--- config.mk ---
export PLATFORM = sky130hd
export DESIGN_NAME = polyline_coordinate_encoder_flat
export DESIGN_NICKNAME = d
export VERILOG_FILES = /design/src/rtl/pce_pkg.sv /design/src/rtl/pce_in_if.sv /design/src/rtl/pce_out_if.sv /design/src/rtl/pce_front.sv /design/src/rtl/pce_queue.sv /design/src/rtl/pce_back.sv /design/src/rtl/polyline_coordinate_encoder.sv /design/src/flat_wrapper.sv
export SDC_FILE = /design/constraint.sdc
export NUM_CORES = 2
export LEC_CHECK = 0
export ABC_AREA = 1
export BUFFER_PORTS_ARGS = -buffer_cell sky130_fd_sc_hd__clkbuf_2
export CAP_MARGIN = 20
export CORE_ASPECT_RATIO = 1.75
export CORE_UTILIZATION = 45
export CTS_BUF_LIST = sky130_fd_sc_hd__clkbuf_4
export CTS_CLUSTER_DIAMETER = 80
export DETAILED_ROUTE_END_ITERATION = 12
export GPL_ROUTABILITY_DRIVEN = 0
export HOLD_SLACK_MARGIN = 0.12
export MAX_ROUTING_LAYER = met4
export PLACE_DENSITY = 0.59
export SLEW_MARGIN = 40
export SYNTH_ARGS = -nofsm -noshare
export SYNTH_HDL_FRONTEND = slang
export SYNTH_SLANG_ARGS = --single-unit
--- constraint.sdc ---
create_clock -name clk -period 9.5 [get_ports clk]
set_clock_uncertainty 0.15 [all_clocks]
set_input_delay 0.95 -clock clk [delete_from_list [all_inputs] [get_ports clk]]
set_output_delay 0.95 -clock clk [all_outputs]
set_load 0.05 [all_outputs]
--- src/rtl/pce_pkg.sv ---
// Shared types, widths and constants for the polyline coordinate encoder.
// Depends on nothing; every other file of the block imports it.
package pce_pkg;

	// Input format and scaling.
	localparam int FRAC_BITS    = 22;
	localparam int MAX_DECIMALS = 7;
	localparam int DP_W         = 3;
	localparam int LAT_W        = 30;
	localparam int LON_W        = 31;
	localparam int POW_W        = 24;
	localparam int PROD_W       = LON_W + POW_W;
	localparam int QUO_W        = PROD_W - FRAC_BITS;
	localparam int SCALE_W      = 32;
	localparam int DIFF_W       = SCALE_W + 1;
	localparam int CODE_W       = DIFF_W + 1;

	// Character output.
	localparam int CHAR_W    = 7;
	localparam int CHUNK_W   = 5;
	localparam int CHAR_BIAS = 63;
	localparam int CONT_BIT  = 'h20;

	// Queue between the front and the back.
	localparam int Q_DEPTH = 4;
	localparam int Q_AW    = 2;
	localparam int LVL_W   = 3;

	// Configuration port.
	localparam int ADDR_W  = 3;
	localparam int DATA_W  = 32;
	localparam logic REG_DECIMALS = 1'b0;   // register index taken from paddr[2]
	localparam logic [DP_W-1:0] DP_RESET = 3'd5;

	typedef logic [CODE_W-1:0] code_t;

	// One queued point: the folded codes of both coordinates.
	typedef struct packed {
		code_t lat_code;
		code_t lon_code;
	} pce_entry_t;

	typedef struct packed {
		logic       valid;
		pce_entry_t entry;
	} pce_push_t;

	typedef struct packed {
		logic [LVL_W-1:0] level;
		logic             empty;
	} pce_q_stat_t;

	// Powers of ten for the decimal places setting.
	function automatic logic [POW_W-1:0] pow10(input logic [DP_W-1:0] dp);
		logic [POW_W-1:0] p;
		case (dp)
			3'd0: p = 24'd1;
			3'd1: p = 24'd10;
			3'd2: p = 24'd100;
			3'd3: p = 24'd1000;
			3'd4: p = 24'd10000;
			3'd5: p = 24'd100000;
			3'd6: p = 24'd1000000;
			3'd7: p = 24'd10000000;
			default: p = 24'd1;
		endcase
		return p;
	endfunction

endpackage

--- src/rtl/pce_in_if.sv ---
// Input channel of the encoder: one coordinate pair per request.
// Depends on pce_pkg for the field widths.
interface pce_in_if;
	import pce_pkg::*;

	logic                    valid;
	logic                    ready;
	logic signed [LAT_W-1:0] latitude;
	logic signed [LON_W-1:0] longitude;
	logic                    first_point;

	modport source (output valid, latitude, longitude, first_point, input ready);
	modport sink (input valid, latitude, longitude, first_point, output ready);
endinterface

--- src/rtl/pce_out_if.sv ---
// Output channel of the encoder: one character per request.
// Depends on pce_pkg for the field widths.
interface pce_out_if;
	import pce_pkg::*;

	logic              valid;
	logic              ready;
	logic [CHAR_W-1:0] out_char;
	logic              last_char;

	modport source (output valid, out_char, last_char, input ready);
	modport sink (input valid, out_char, last_char, output ready);
endinterface

--- src/rtl/pce_front.sv ---
// Front part: accepts points, scales them, forms deltas and folded codes.
// Depends on pce_pkg and pce_in_if; pushes entries into pce_queue.
module pce_front (
	input  logic                    clk,
	input  logic                    arst_n,
	pce_in_if.sink                  points,
	input  logic [pce_pkg::DP_W-1:0] decimal_places,
	input  pce_pkg::pce_q_stat_t    q_stat,
	output pce_pkg::pce_push_t      push
);
	import pce_pkg::*;

	// Truncated quotient to signed 32 bits with saturation at both bounds.
	function automatic logic signed [SCALE_W-1:0] saturate(
		input logic [QUO_W-1:0] q,
		input logic             neg
	);
		logic signed [SCALE_W-1:0] r;
		if (neg) begin
			if (q > QUO_W'(33'h0_8000_0000)) r = {1'b1, {(SCALE_W-1){1'b0}}};
			else r = -q[SCALE_W-1:0];
		end else begin
			if (q > QUO_W'(33'h0_7fff_ffff)) r = {1'b0, {(SCALE_W-1){1'b1}}};
			else r = q[SCALE_W-1:0];
		end
		return r;
	endfunction

	logic [DP_W-1:0]   dp_eff;
	logic [POW_W-1:0]  pow_c;
	logic [LAT_W-1:0]  mag_lat;
	logic [LON_W-1:0]  mag_lon;
	logic              accept;

	logic              valid_s1;
	logic [PROD_W-1:0] prod_lat_s1;
	logic [PROD_W-1:0] prod_lon_s1;
	logic              neg_lat_s1;
	logic              neg_lon_s1;
	logic              first_s1;

	logic signed [SCALE_W-1:0] lat_scaled;
	logic signed [SCALE_W-1:0] lon_scaled;
	logic signed [SCALE_W-1:0] prev_lat_q;
	logic signed [SCALE_W-1:0] prev_lon_q;

	logic                      valid_s2;
	logic signed [SCALE_W-1:0] lat_s2;
	logic signed [SCALE_W-1:0] lon_s2;
	logic signed [SCALE_W-1:0] base_lat_s2;
	logic signed [SCALE_W-1:0] base_lon_s2;

	logic signed [DIFF_W-1:0] d_lat;
	logic signed [DIFF_W-1:0] d_lon;

	// A request is taken only when the queue has room for everything in flight.
	assign points.ready = (LVL_W'(q_stat.level + LVL_W'(valid_s1) + LVL_W'(valid_s2))
		< LVL_W'(Q_DEPTH));
	assign accept = points.valid && points.ready;

	// Magnitudes and the power of ten feed the two multipliers.
	assign dp_eff  = (decimal_places > DP_W'(MAX_DECIMALS)) ? DP_W'(MAX_DECIMALS)
		: decimal_places;
	assign pow_c   = pow10(dp_eff);
	assign mag_lat = points.latitude[LAT_W-1] ? LAT_W'(~points.latitude + 1'b1)
		: LAT_W'(points.latitude);
	assign mag_lon = points.longitude[LON_W-1] ? LON_W'(~points.longitude + 1'b1)
		: LON_W'(points.longitude);

	// Stage 1: products of magnitude and power of ten.
	always_ff @(posedge clk or negedge arst_n) begin
		if (!arst_n) begin
			valid_s1 <= 1'b0;
		end else begin
			valid_s1 <= accept;
		end
	end

	always_ff @(posedge clk) begin
		if (accept) begin
			prod_lat_s1 <= PROD_W'(mag_lat) * PROD_W'(pow_c);
			prod_lon_s1 <= PROD_W'(mag_lon) * PROD_W'(pow_c);
			neg_lat_s1  <= points.latitude[LAT_W-1];
			neg_lon_s1  <= points.longitude[LON_W-1];
			first_s1    <= points.first_point;
		end
	end

	// Drop the fraction bits, restore the sign and saturate.
	assign lat_scaled = saturate(prod_lat_s1[PROD_W-1:FRAC_BITS], neg_lat_s1);
	assign lon_scaled = saturate(prod_lon_s1[PROD_W-1:FRAC_BITS], neg_lon_s1);

	// Stage 2: scaled values, the base to subtract, and the previous point.
	always_ff @(posedge clk or negedge arst_n) begin
		if (!arst_n) begin
			valid_s2   <= 1'b0;
			prev_lat_q <= '0;
			prev_lon_q <= '0;
		end else begin
			valid_s2 <= valid_s1;
			if (valid_s1) begin
				prev_lat_q <= lat_scaled;
				prev_lon_q <= lon_scaled;
			end
		end
	end

	always_ff @(posedge clk) begin
		if (valid_s1) begin
			lat_s2      <= lat_scaled;
			lon_s2      <= lon_scaled;
			base_lat_s2 <= first_s1 ? '0 : prev_lat_q;
			base_lon_s2 <= first_s1 ? '0 : prev_lon_q;
		end
	end

	// Delta in 33 bits, then doubled and inverted when negative.
	assign d_lat = DIFF_W'(lat_s2) - DIFF_W'(base_lat_s2);
	assign d_lon = DIFF_W'(lon_s2) - DIFF_W'(base_lon_s2);

	assign push.valid          = valid_s2;
	assign push.entry.lat_code = {d_lat, 1'b0} ^ {CODE_W{d_lat[DIFF_W-1]}};
	assign push.entry.lon_code = {d_lon, 1'b0} ^ {CODE_W{d_lon[DIFF_W-1]}};

endmodule

--- src/rtl/pce_queue.sv ---
// Short queue of folded points between the front and the back.
// Depends on pce_pkg for the entry type and depth.
module pce_queue (
	input  logic                 clk,
	input  logic                 arst_n,
	input  pce_pkg::pce_push_t   push,
	input  logic                 pop,
	output pce_pkg::pce_entry_t  rdata,
	output pce_pkg::pce_q_stat_t stat
);
	import pce_pkg::*;

	pce_entry_t       mem_q [Q_DEPTH];
	logic [Q_AW-1:0]  wr_ptr_q;
	logic [Q_AW-1:0]  rd_ptr_q;
	logic [LVL_W-1:0] level_q;

	// Pointers and fill level.
	always_ff @(posedge clk or negedge arst_n) begin
		if (!arst_n) begin
			wr_ptr_q <= '0;
			rd_ptr_q <= '0;
			level_q  <= '0;
		end else begin
			if (push.valid) wr_ptr_q <= wr_ptr_q + 1'b1;
			if (pop) rd_ptr_q <= rd_ptr_q + 1'b1;
			case ({push.valid, pop})
				2'b10: level_q <= level_q + 1'b1;
				2'b01: level_q <= level_q - 1'b1;
				default: level_q <= level_q;
			endcase
		end
	end

	// Entry storage.
	always_ff @(posedge clk) begin
		if (push.valid) mem_q[wr_ptr_q] <= push.entry;
	end

	assign rdata      = mem_q[rd_ptr_q];
	assign stat.level = level_q;
	assign stat.empty = (level_q == '0);

endmodule

--- src/rtl/pce_back.sv ---
// Back part: splits the folded codes into 5-bit chunks, one character per cycle while chars.ready is high.
// Depends on pce_pkg and pce_out_if; pops entries from pce_queue.
module pce_back (
	input  logic                 clk,
	input  logic                 arst_n,
	input  pce_pkg::pce_entry_t  rdata,
	input  pce_pkg::pce_q_stat_t q_stat,
	output logic                 pop,
	pce_out_if.source            chars
);
	import pce_pkg::*;

	logic              busy_q;
	logic              lon_phase_q;
	code_t             cur_q;
	code_t             lon_code_q;
	logic              o_valid_q;
	logic [CHAR_W-1:0] o_char_q;
	logic              o_last_q;

	logic              adv;
	logic              step;
	logic              more;
	logic [CHAR_W-1:0] char_c;

	// The output register moves when it is empty or being taken.
	assign adv  = !o_valid_q || chars.ready;
	assign step = busy_q && adv;
	assign pop  = !busy_q && !q_stat.empty;
	assign more = |cur_q[CODE_W-1:CHUNK_W];

	// Chunk character: continuation flag when more chunks follow, plus the bias.
	assign char_c = more
		? CHAR_W'(CHAR_W'(CONT_BIT) | CHAR_W'(cur_q[CHUNK_W-1:0])) + CHAR_W'(CHAR_BIAS)
		: CHAR_W'(cur_q[CHUNK_W-1:0]) + CHAR_W'(CHAR_BIAS);

	// Chunk sequencer: latitude code first, then longitude.
	always_ff @(posedge clk or negedge arst_n) begin
		if (!arst_n) begin
			busy_q      <= 1'b0;
			lon_phase_q <= 1'b0;
		end else if (pop) begin
			busy_q      <= 1'b1;
			lon_phase_q <= 1'b0;
		end else if (step && !more) begin
			if (lon_phase_q) busy_q <= 1'b0;
			lon_phase_q <= 1'b1;
		end
	end

	always_ff @(posedge clk) begin
		if (pop) begin
			cur_q      <= rdata.lat_code;
			lon_code_q <= rdata.lon_code;
		end else if (step) begin
			if (more) cur_q <= cur_q >> CHUNK_W;
			else cur_q <= lon_code_q;
		end
	end

	// Output register.
	always_ff @(posedge clk or negedge arst_n) begin
		if (!arst_n) begin
			o_valid_q <= 1'b0;
		end else if (adv) begin
			o_valid_q <= busy_q;
		end
	end

	always_ff @(posedge clk) begin
		if (step) begin
			o_char_q <= char_c;
			o_last_q <= lon_phase_q && !more;
		end
	end

	assign chars.valid     = o_valid_q;
	assign chars.out_char  = o_char_q;
	assign chars.last_char = o_last_q;

endmodule

--- src/rtl/polyline_coordinate_encoder.sv ---
// Polyline coordinate encoder, top level: register port, front, queue and back.
// Path: front stages 1 and 2, the queue, the chunk sequencer, then the output register.
// Throughput: one character per cycle within a point while chars.ready is high; a point
// of 2 to 14 characters holds the chunk sequencer until its last character is stepped out.
// Reset: arst_n clears control state, the previous point to zero and decimal_places to 5.
module polyline_coordinate_encoder (
	input  logic                       clk,
	input  logic                       arst_n,
	pce_in_if.sink                     points,
	pce_out_if.source                  chars,
	input  logic                       psel,
	input  logic                       penable,
	input  logic                       pwrite,
	input  logic [pce_pkg::ADDR_W-1:0] paddr,
	input  logic [pce_pkg::DATA_W-1:0] pwdata,
	output logic [pce_pkg::DATA_W-1:0] prdata,
	output logic                       pready
);
	import pce_pkg::*;

	logic [DP_W-1:0] decimal_places_q;
	pce_push_t       push;
	pce_entry_t      q_rdata;
	pce_q_stat_t     q_stat;
	logic            pop;

	// Configuration register.
	assign pready = 1'b1;

	always_ff @(posedge clk or negedge arst_n) begin
		if (!arst_n) begin
			decimal_places_q <= DP_RESET;
		end else if (psel && penable && pwrite && pready && (paddr[2] == REG_DECIMALS)) begin
			decimal_places_q <= pwdata[DP_W-1:0];
		end
	end

	assign prdata = (paddr[2] == REG_DECIMALS) ? DATA_W'(decimal_places_q) : '0;

	// Datapath.
	pce_front u_front (
		.clk            (clk),
		.arst_n         (arst_n),
		.points         (points),
		.decimal_places (decimal_places_q),
		.q_stat         (q_stat),
		.push           (push)
	);

	pce_queue u_queue (
		.clk    (clk),
		.arst_n (arst_n),
		.push   (push),
		.pop    (pop),
		.rdata  (q_rdata),
		.stat   (q_stat)
	);

	pce_back u_back (
		.clk    (clk),
		.arst_n (arst_n),
		.rdata  (q_rdata),
		.q_stat (q_stat),
		.pop    (pop),
		.chars  (chars)
	);

	// The credit check must keep the queue from overflowing.
	a_no_overflow: assert property (@(posedge clk) disable iff (!arst_n)
		push.valid |-> (q_stat.level < LVL_W'(Q_DEPTH)) || pop)
		else $error("queue push while full");

	// The back must never pop an empty queue.
	a_no_underflow: assert property (@(posedge clk) disable iff (!arst_n)
		pop |-> !q_stat.empty)
		else $error("queue pop while empty");

	// The fill level stays within the queue depth.
	a_level_bound: assert property (@(posedge clk) disable iff (!arst_n)
		q_stat.level <= LVL_W'(Q_DEPTH))
		else $error("queue level out of range");

endmodule
--- src/flat_wrapper.sv ---
// flat-port wrapper written by rule: the top's interface ports become plain ports
module polyline_coordinate_encoder_flat import pce_pkg::*;
  (clk, arst_n, psel, penable, pwrite, paddr, pwdata, prdata, pready, points_valid, points_latitude, points_longitude, points_first_point, points_ready, chars_valid, chars_out_char, chars_last_char, chars_ready);
  pce_in_if points_i ();
  pce_out_if chars_i ();
  input  logic clk;
  input  logic arst_n;
  input  logic psel;
  input  logic penable;
  input  logic pwrite;
  input  logic [pce_pkg::ADDR_W-1:0] paddr;
  input  logic [pce_pkg::DATA_W-1:0] pwdata;
  output logic [pce_pkg::DATA_W-1:0] prdata;
  output logic pready;
  input wire logic [$bits(points_i.valid)-1:0] points_valid;
  input wire logic [$bits(points_i.latitude)-1:0] points_latitude;
  input wire logic [$bits(points_i.longitude)-1:0] points_longitude;
  input wire logic [$bits(points_i.first_point)-1:0] points_first_point;
  output wire logic [$bits(points_i.ready)-1:0] points_ready;
  output wire logic [$bits(chars_i.valid)-1:0] chars_valid;
  output wire logic [$bits(chars_i.out_char)-1:0] chars_out_char;
  output wire logic [$bits(chars_i.last_char)-1:0] chars_last_char;
  input wire logic [$bits(chars_i.ready)-1:0] chars_ready;
  assign points_i.valid = points_valid;
  assign points_i.latitude = points_latitude;
  assign points_i.longitude = points_longitude;
  assign points_i.first_point = points_first_point;
  assign points_ready = points_i.ready;
  assign chars_valid = chars_i.valid;
  assign chars_out_char = chars_i.out_char;
  assign chars_last_char = chars_i.last_char;
  assign chars_i.ready = chars_ready;
  polyline_coordinate_encoder u_core (.clk(clk), .arst_n(arst_n), .points(points_i), .chars(chars_i), .psel(psel), .penable(penable), .pwrite(pwrite), .paddr(paddr), .pwdata(pwdata), .prdata(prdata), .pready(pready));
endmodule
After elaboration in Yosys (flattened, before gate mapping)
Memories as Yosys holds them, arrays and structs flattened.
Index checks and enable logic that the tools add are counted.

word-level totals
  memories kept = 2
  latch bits = 0
  logic and storage cells = 97
  bits of input ports = 104
  RAM bits = 272
  bits in registers = 395
  memory bits (read-only) = 168

operators by class
  multipliers = 2
  reduce and logical (&&, ||, !) cells = 20
  shift-type cells = 0
  muxes and demuxes = 22
  equality and inequality tests = 2
  bitwise logic cells = 5
  div/mod/pow operators = 0
  order comparisons = 6
  add/sub/neg operators = 14

memory list
  memory                words  width  read ports  clocked after Yosys merged registers in  write ports  RTL line         RTL
  u_core.u_queue.mem_q  4      68     1           0                                        1            pce_queue.sv:13  pce_entry_t mem_q [Q_DEPTH];
  (name not given)      8      21     1           0                                        0            pce_pkg.sv:56    case (dp)

operators by type and width
  operator                                                                           number
  32-bit 2-to-1 mux                                                                  6
  34-bit 2-to-1 mux                                                                  3
  34-bit XOR                                                                         2
  32-bit by 32-bit subtractor with 33-bit output                                     2
  32-bit negator                                                                     2
  31-bit by 24-bit multiplier with 55-bit output                                     1
  30-bit by 24-bit multiplier with 54-bit output                                     1
  33-bit by 31-bit greater-than comparator with 1-bit output, second input constant  1
  33-bit by 32-bit greater-than comparator with 1-bit output, second input constant  1
  32-bit by 31-bit greater-than comparator with 1-bit output, second input constant  1
  32-bit greater-than comparator, second input constant                              1
  31-bit by 1-bit adder with 31-bit output, second input constant                    1
  31-bit 2-to-1 mux                                                                  1
  31-bit inverter                                                                    1
  30-bit by 1-bit adder with 30-bit output, second input constant                    1
  30-bit 2-to-1 mux                                                                  1
  30-bit inverter                                                                    1
  29-bit OR reduction                                                                1
  1-bit logical AND                                                                  8
  2-bit nonzero test                                                                 4
  5-bit by 6-bit adder with 7-bit output, second input constant                      1
  6-bit by 6-bit adder with 7-bit output, second input constant                      1
  1-bit 2-to-1 mux                                                                   7
  7-bit 2-to-1 mux                                                                   1
  other kinds (15)                                                                   21

Depth between registers and ports, before layout
  depth after elaboration = 6
  depth in mapped cells = 40
  depth with buffers taken out = 39

By module
Synthesis repeated with hierarchy kept, for this count alone.

second synthesis, totals
  cells, all modules = 9,270
  area total of the unflattened synthesis = 76,682.3 µm²

by module, submodules not included
  module                       sequential area each (µm²)  instances  area an instance (µm²)  cells each
  pce_front                    7,537.2                     1          61,475.2                7,993
  pce_queue                    8,343.0                     1          11,119.4                841
  pce_back                     2,357.3                     1          3,693.5                 381
  polyline_coordinate_encoder  77.6                        1          394.1                   55

Worst setup path before layout
No wires, ideal clock.

  kind = in2reg
  from = input points_longitude[0]
  to = register u_core.u_front.prod_lon_s1[53] (data pin)
  data arrival time = 7.739 ns
  path slack = 1.359 ns
  stages = 33
  buffers on the path = 1
  cells stage by stage = inv_2 -> clkbuf_1 -> ha_1 -> nand3_2 -> nor2_4 -> nand3_2 -> nor3_2 -> nand2_1 -> o21ai_0 -> or2_2 -> nand2_1 -> inv_2 -> nor2_1 -> fa_1 -> fa_1 -> inv_1 -> fa_1 -> fa_1 -> inv_1 -> fa_1 -> fa_1 -> inv_1 -> fa_1 -> inv_1 -> ha_1 -> a21o_1 -> a21oi_1 -> a21boi_0 -> o21ai_0 -> a21oi_1 -> nand2_1 -> nand2_1 -> nand2_1

on the way
  longest elaborated chain between the ends = 4

RTL lines
  element                                           RTL line            RTL
  start, declared                                   flat_wrapper.sv:17  input wire logic [$bits(points_i.longitude)-1:0] points_longitude;
  31-bit inverter                                   pce_front.sv:67     assign mag_lon = points.longitude[LON_W-1] ? LON_W'(~points.longitude + 1'b1)
  31-bit by 1-bit adder with 31-bit output          pce_front.sv:67
  31-bit 2-to-1 mux *                               pce_front.sv:67
  31-bit by 24-bit multiplier with 55-bit output *  pce_front.sv:82     prod_lon_s1 <= PROD_W'(mag_lon) * PROD_W'(pow_c);
  end signal, assigned                              pce_front.sv:82
  end, declared                                     pce_front.sv:37     logic [PROD_W-1:0] prod_lon_s1;

Mark *: on every way between the ends. The rest lies on a longest branch, timed or not.
A chain may end at the register's enable or synchronous reset.

Worst setup path after layout
  from = register u_core.decimal_places_q[0]
  to = register u_core.u_front.prod_lat_s1[36] (data pin)

on the way
  longest elaborated chain between the ends = 4

RTL lines
  element                                           RTL line                           RTL
  start, declared                                   polyline_coordinate_encoder.sv:21  logic [DP_W-1:0] decimal_places_q;
  start signal, assigned                            polyline_coordinate_encoder.sv:34  decimal_places_q <= pwdata[DP_W-1:0];
  3-bit greater-than comparator                     pce_front.sv:62                    assign dp_eff = (decimal_places > DP_W'(MAX_DECIMALS)) ? DP_W'(MAX_DECIMALS)
  3-bit 2-to-1 mux *                                pce_front.sv:62
  memory read 8 x 21 bit *                          --
  30-bit by 24-bit multiplier with 54-bit output *  pce_front.sv:81                    prod_lat_s1 <= PROD_W'(mag_lat) * PROD_W'(pow_c);
  end signal, assigned                              pce_front.sv:81
  end, declared                                     pce_front.sv:36                    logic [PROD_W-1:0] prod_lat_s1;

Marks and branches as above.

==> flow_summary_export.csv <==
group,metric,value,unit
synthesis,synthTopCellsByArea,"fa_1 28%, edfxtp_1 21%, inv_1 10%, ha_1 9.2%, nand2_1 7.4%",
route,drt_pass1_iterations,8,
grt,antenna_found_initial,9,
route,ant_nets,0,
sta,setup_ws,994.5,ps
critical_path,critPathBufInv,10,
synthesis,synthCells,8859,
flow_run,cap_violations,0,
sta,hold_violations,0,
route,drc,0,
sta,final.period_utilization,0.8953,
synthesis,synth_seq_area_share,0.2396,
sta,finalSetupTns,0,ps
floorplan,chipWidth,311.0,um
layout,layout_common_cells,"2054 x inv_1, 1488 x nand2_1, 1150 x nor2_1",
floorplan,initial_core_util,0.4529,
layout,fin_area,0.08079,mm2
synthesis,synth_mux_area_frac,0,
critical_path,crit_family,"adder cells",
synthesis,synth_fa_ha_area_frac,0.3721,
cts,clock_path_buffers,3,
synthesis,synth_top_area_cell,"fa_1",
cts,clock_sinks,613,
floorplan,die_h,542.7,um
synthesis,synth.top_cell.area_share,0.2804,
synthesis,synth_seq_cells,613,
grt,grt_pass1_vias,63550,
sta,setup_viol,0,
floorplan,ios,147,
critical_path,cpPeakStageDelay,600,ps
placement,place_ws,160.3,ps
grt,grt_pass1_wl,357300,um
cts,clk_pin_slew,70,ps
layout,layout.nets,10740,
route,vias_per_cell,5.264,
sta,worst-slew-pin-transition,933.1,ps
cts,ctsResizeCount,0,
grt,grt_use_met2,0.5247,
layout,final_common_cell,"inv_1",
synthesis,synth_top_family_by_area,"adder cells",
synthesis,yosysUniqueCellTypes,65,
cts,clock_latency,1040,ps
grt,grt_overflow,0,
synthesis,async_flop_share,0.1289,
route,drt_iter0_markers,3729,
critical_path,ff2ff_path_depth,31,
critical_path,crit_path_end_kind,"register",
critical_path,crit_arrival,9170,ps
grt,top_usage_layer,"met2",
grt,grt_max_degree,89,
critical_path,worstPathRequired,10160,ps
layout,syn_to_final_growth,7.459,%
synthesis,synth-simple-area-share,0.1758,
critical_path,crit_type,"reg -> reg",
cts,cts_buffers,147,
cts,post-cts-setup-buffer-count,0,
route,routed_wl,233100,um
cts,htree_levels,4,
route,wl_per_cell,20.52,um
synthesis,syn_area_per_cell,8.486,um2
sta,report.final.slew_viol_count,0,
synthesis,yosys_warnings,0,
floorplan,die_area,0.1688,mm2
cts,cts_tree,"done",
critical_path,cp_slowest_cell,"dfstp_2",
synthesis,synth_compound_area_frac,0.06945,
critical_path,cp.depth,31,
synthesis,synth-edff-count,534,
sta,fmax,117.6,MHz
cts,ctsRootBufferMaster,"clkbuf_4",
placement,numPortBuffers,85,
sta,maxSlewHeadroom,0.3779,
synthesis,synth_xor_area_frac,0.02042,
synthesis,syn_area,0.07518,mm2
floorplan,rows,198,
synthesis,synth_ff_type,"edfxtp_1",
min_path,hold_path.class,"in -> async",
sta,rsz0062_at_grt,"no",
placement,dp_hpwl,189700,um
grt,use_met3,0.03122,
critical_path,start_kind,"register",
sta,period_minus_slack,8505,ps
grt,grt_usage,0.2890,
outcome,run_status,"finished clean",
placement,dpl_cell_area,0.07861,mm2
cts,ctsHoldBuffers,13,
route,routed-via-count,59790,
floorplan,core_area,0.1660,mm2
critical_path,worstPathMaxFanout,61,
grt,met1_usage,0.2860,
layout,drive_gt1_frac,0.08162,
through the flow:
step | hold WS (ps) | utilization | cells
2_1_floorplan | 298.8 | - | 8887
3_3_place_gp | 310.9 | 0.4734 | 11070
3_5_place_dp | 314.8 | 0.4736 | 11070
4_1_cts | 134.2 | 0.4864 | 11350
5_1_grt | 216.5 | 0.4867 | 11360
6_report | 285.9 | 0.4867 | 11360
final timing paths:
kind / start / endpoint / slack, ps
setup / recovery: u_core.decimal_places_q[0] / u_core.u_front.prod_lat_s1[36] / 990
hold / removal: arst_n / u_core.decimal_places_q[1] / 290
setup reg to reg: u_core.decimal_places_q[0] / u_core.u_front.prod_lat_s1[36] / 990
hold reg to reg: u_core.u_front.prev_lon_q[22] / u_core.u_front.prev_lon_q[22] / 330
max in group asynchronous: arst_n / u_core.u_front.prev_lon_q[2] / 7740
min in group clk: u_core.u_front.prev_lon_q[22] / u_core.u_front.prev_lon_q[22] / 330
state kept, by name, indices dropped and copies added, names as in the netlist, 2 cells and up:
register	cells
u_core.u_queue.mem_q	264
u_core.u_back.cur_q	33
u_core.u_back.lon_code_q	33
u_core.u_front.prod_lon_s1	33
u_core.u_front.base_lat_s2	32
u_core.u_front.base_lon_s2	32
u_core.u_front.lat_s2	32
u_core.u_front.lon_s2	32
u_core.u_front.prev_lat_q	32
u_core.u_front.prev_lon_q	32
u_core.u_front.prod_lat_s1	32
u_core.u_back.chars.out_char	7
u_core.decimal_places_q	3
u_core.u_queue.level_q	3
u_core.u_queue.rd_ptr_q	2
u_core.u_queue.wr_ptr_q	2
worst register-to-register path: cells and delay by family (launching register included):
family	cells	cell delay, ps
adder cells (fa/ha/maj)	9	4320
buffers and inverters	10	1560
flip-flops	1	600
AND/OR/NAND/NOR	12	1630
metal layers:
| metal | wire [um] | share of wire |
|---|---|---|
| met5 | 0 | 0 |
| met4 | 20160 | 0.086 |
| met3 | 10560 | 0.045 |
| met2 | 122400 | 0.52 |
| met1 | 80010 | 0.34 |
area by class of cell:
class                      count  area (um2)
fill                       16270       85200
multi-input combinational   5892       48150
sequential                   613       18020
inverter                    2114        7949
tap                         2200        2753
timing repair buffer         262        1891
clock buffer                 210        1577
clock inverter                61       421.7
antenna                        7       17.52
logic make-up after synthesis:
family	Yosys count
compound gates	902
flops	613
other cells	2
simple gates	3188
fa+ha+maj	1604
xor+xnor	168
buf+inv	2382
cell usage after synthesis (15+ instances only):
library cell and number:
buf_1 16, clkinv_1 16, nand3_2 15, inv_1 2064, o22ai_1 52, nand2_2 30, nand3_1 250, xnor2_1 38
buf_2 16, o21ai_1 26, o21ai_2 45, clkbuf_1 184, o21ai_0 343, edfxtp_1 534, a21oi_1 253, a21o_1 25
buf_4 40, nand4_1 49, dfrtp_1 77, a21boi_0 21, nor2_1 1152, nor3_1 61, nor2_2 30, a31oi_1 38
inv_2 30, nand2_1 1491, nor4_1 20, ha_1 551, fa_1 1053, xor2_1 126, o21bai_1 41, or2_2 29
Power is left out: the tool's default activity adds up to more than one toggle a clock period on the data nets, which glitch-free logic cannot reach.
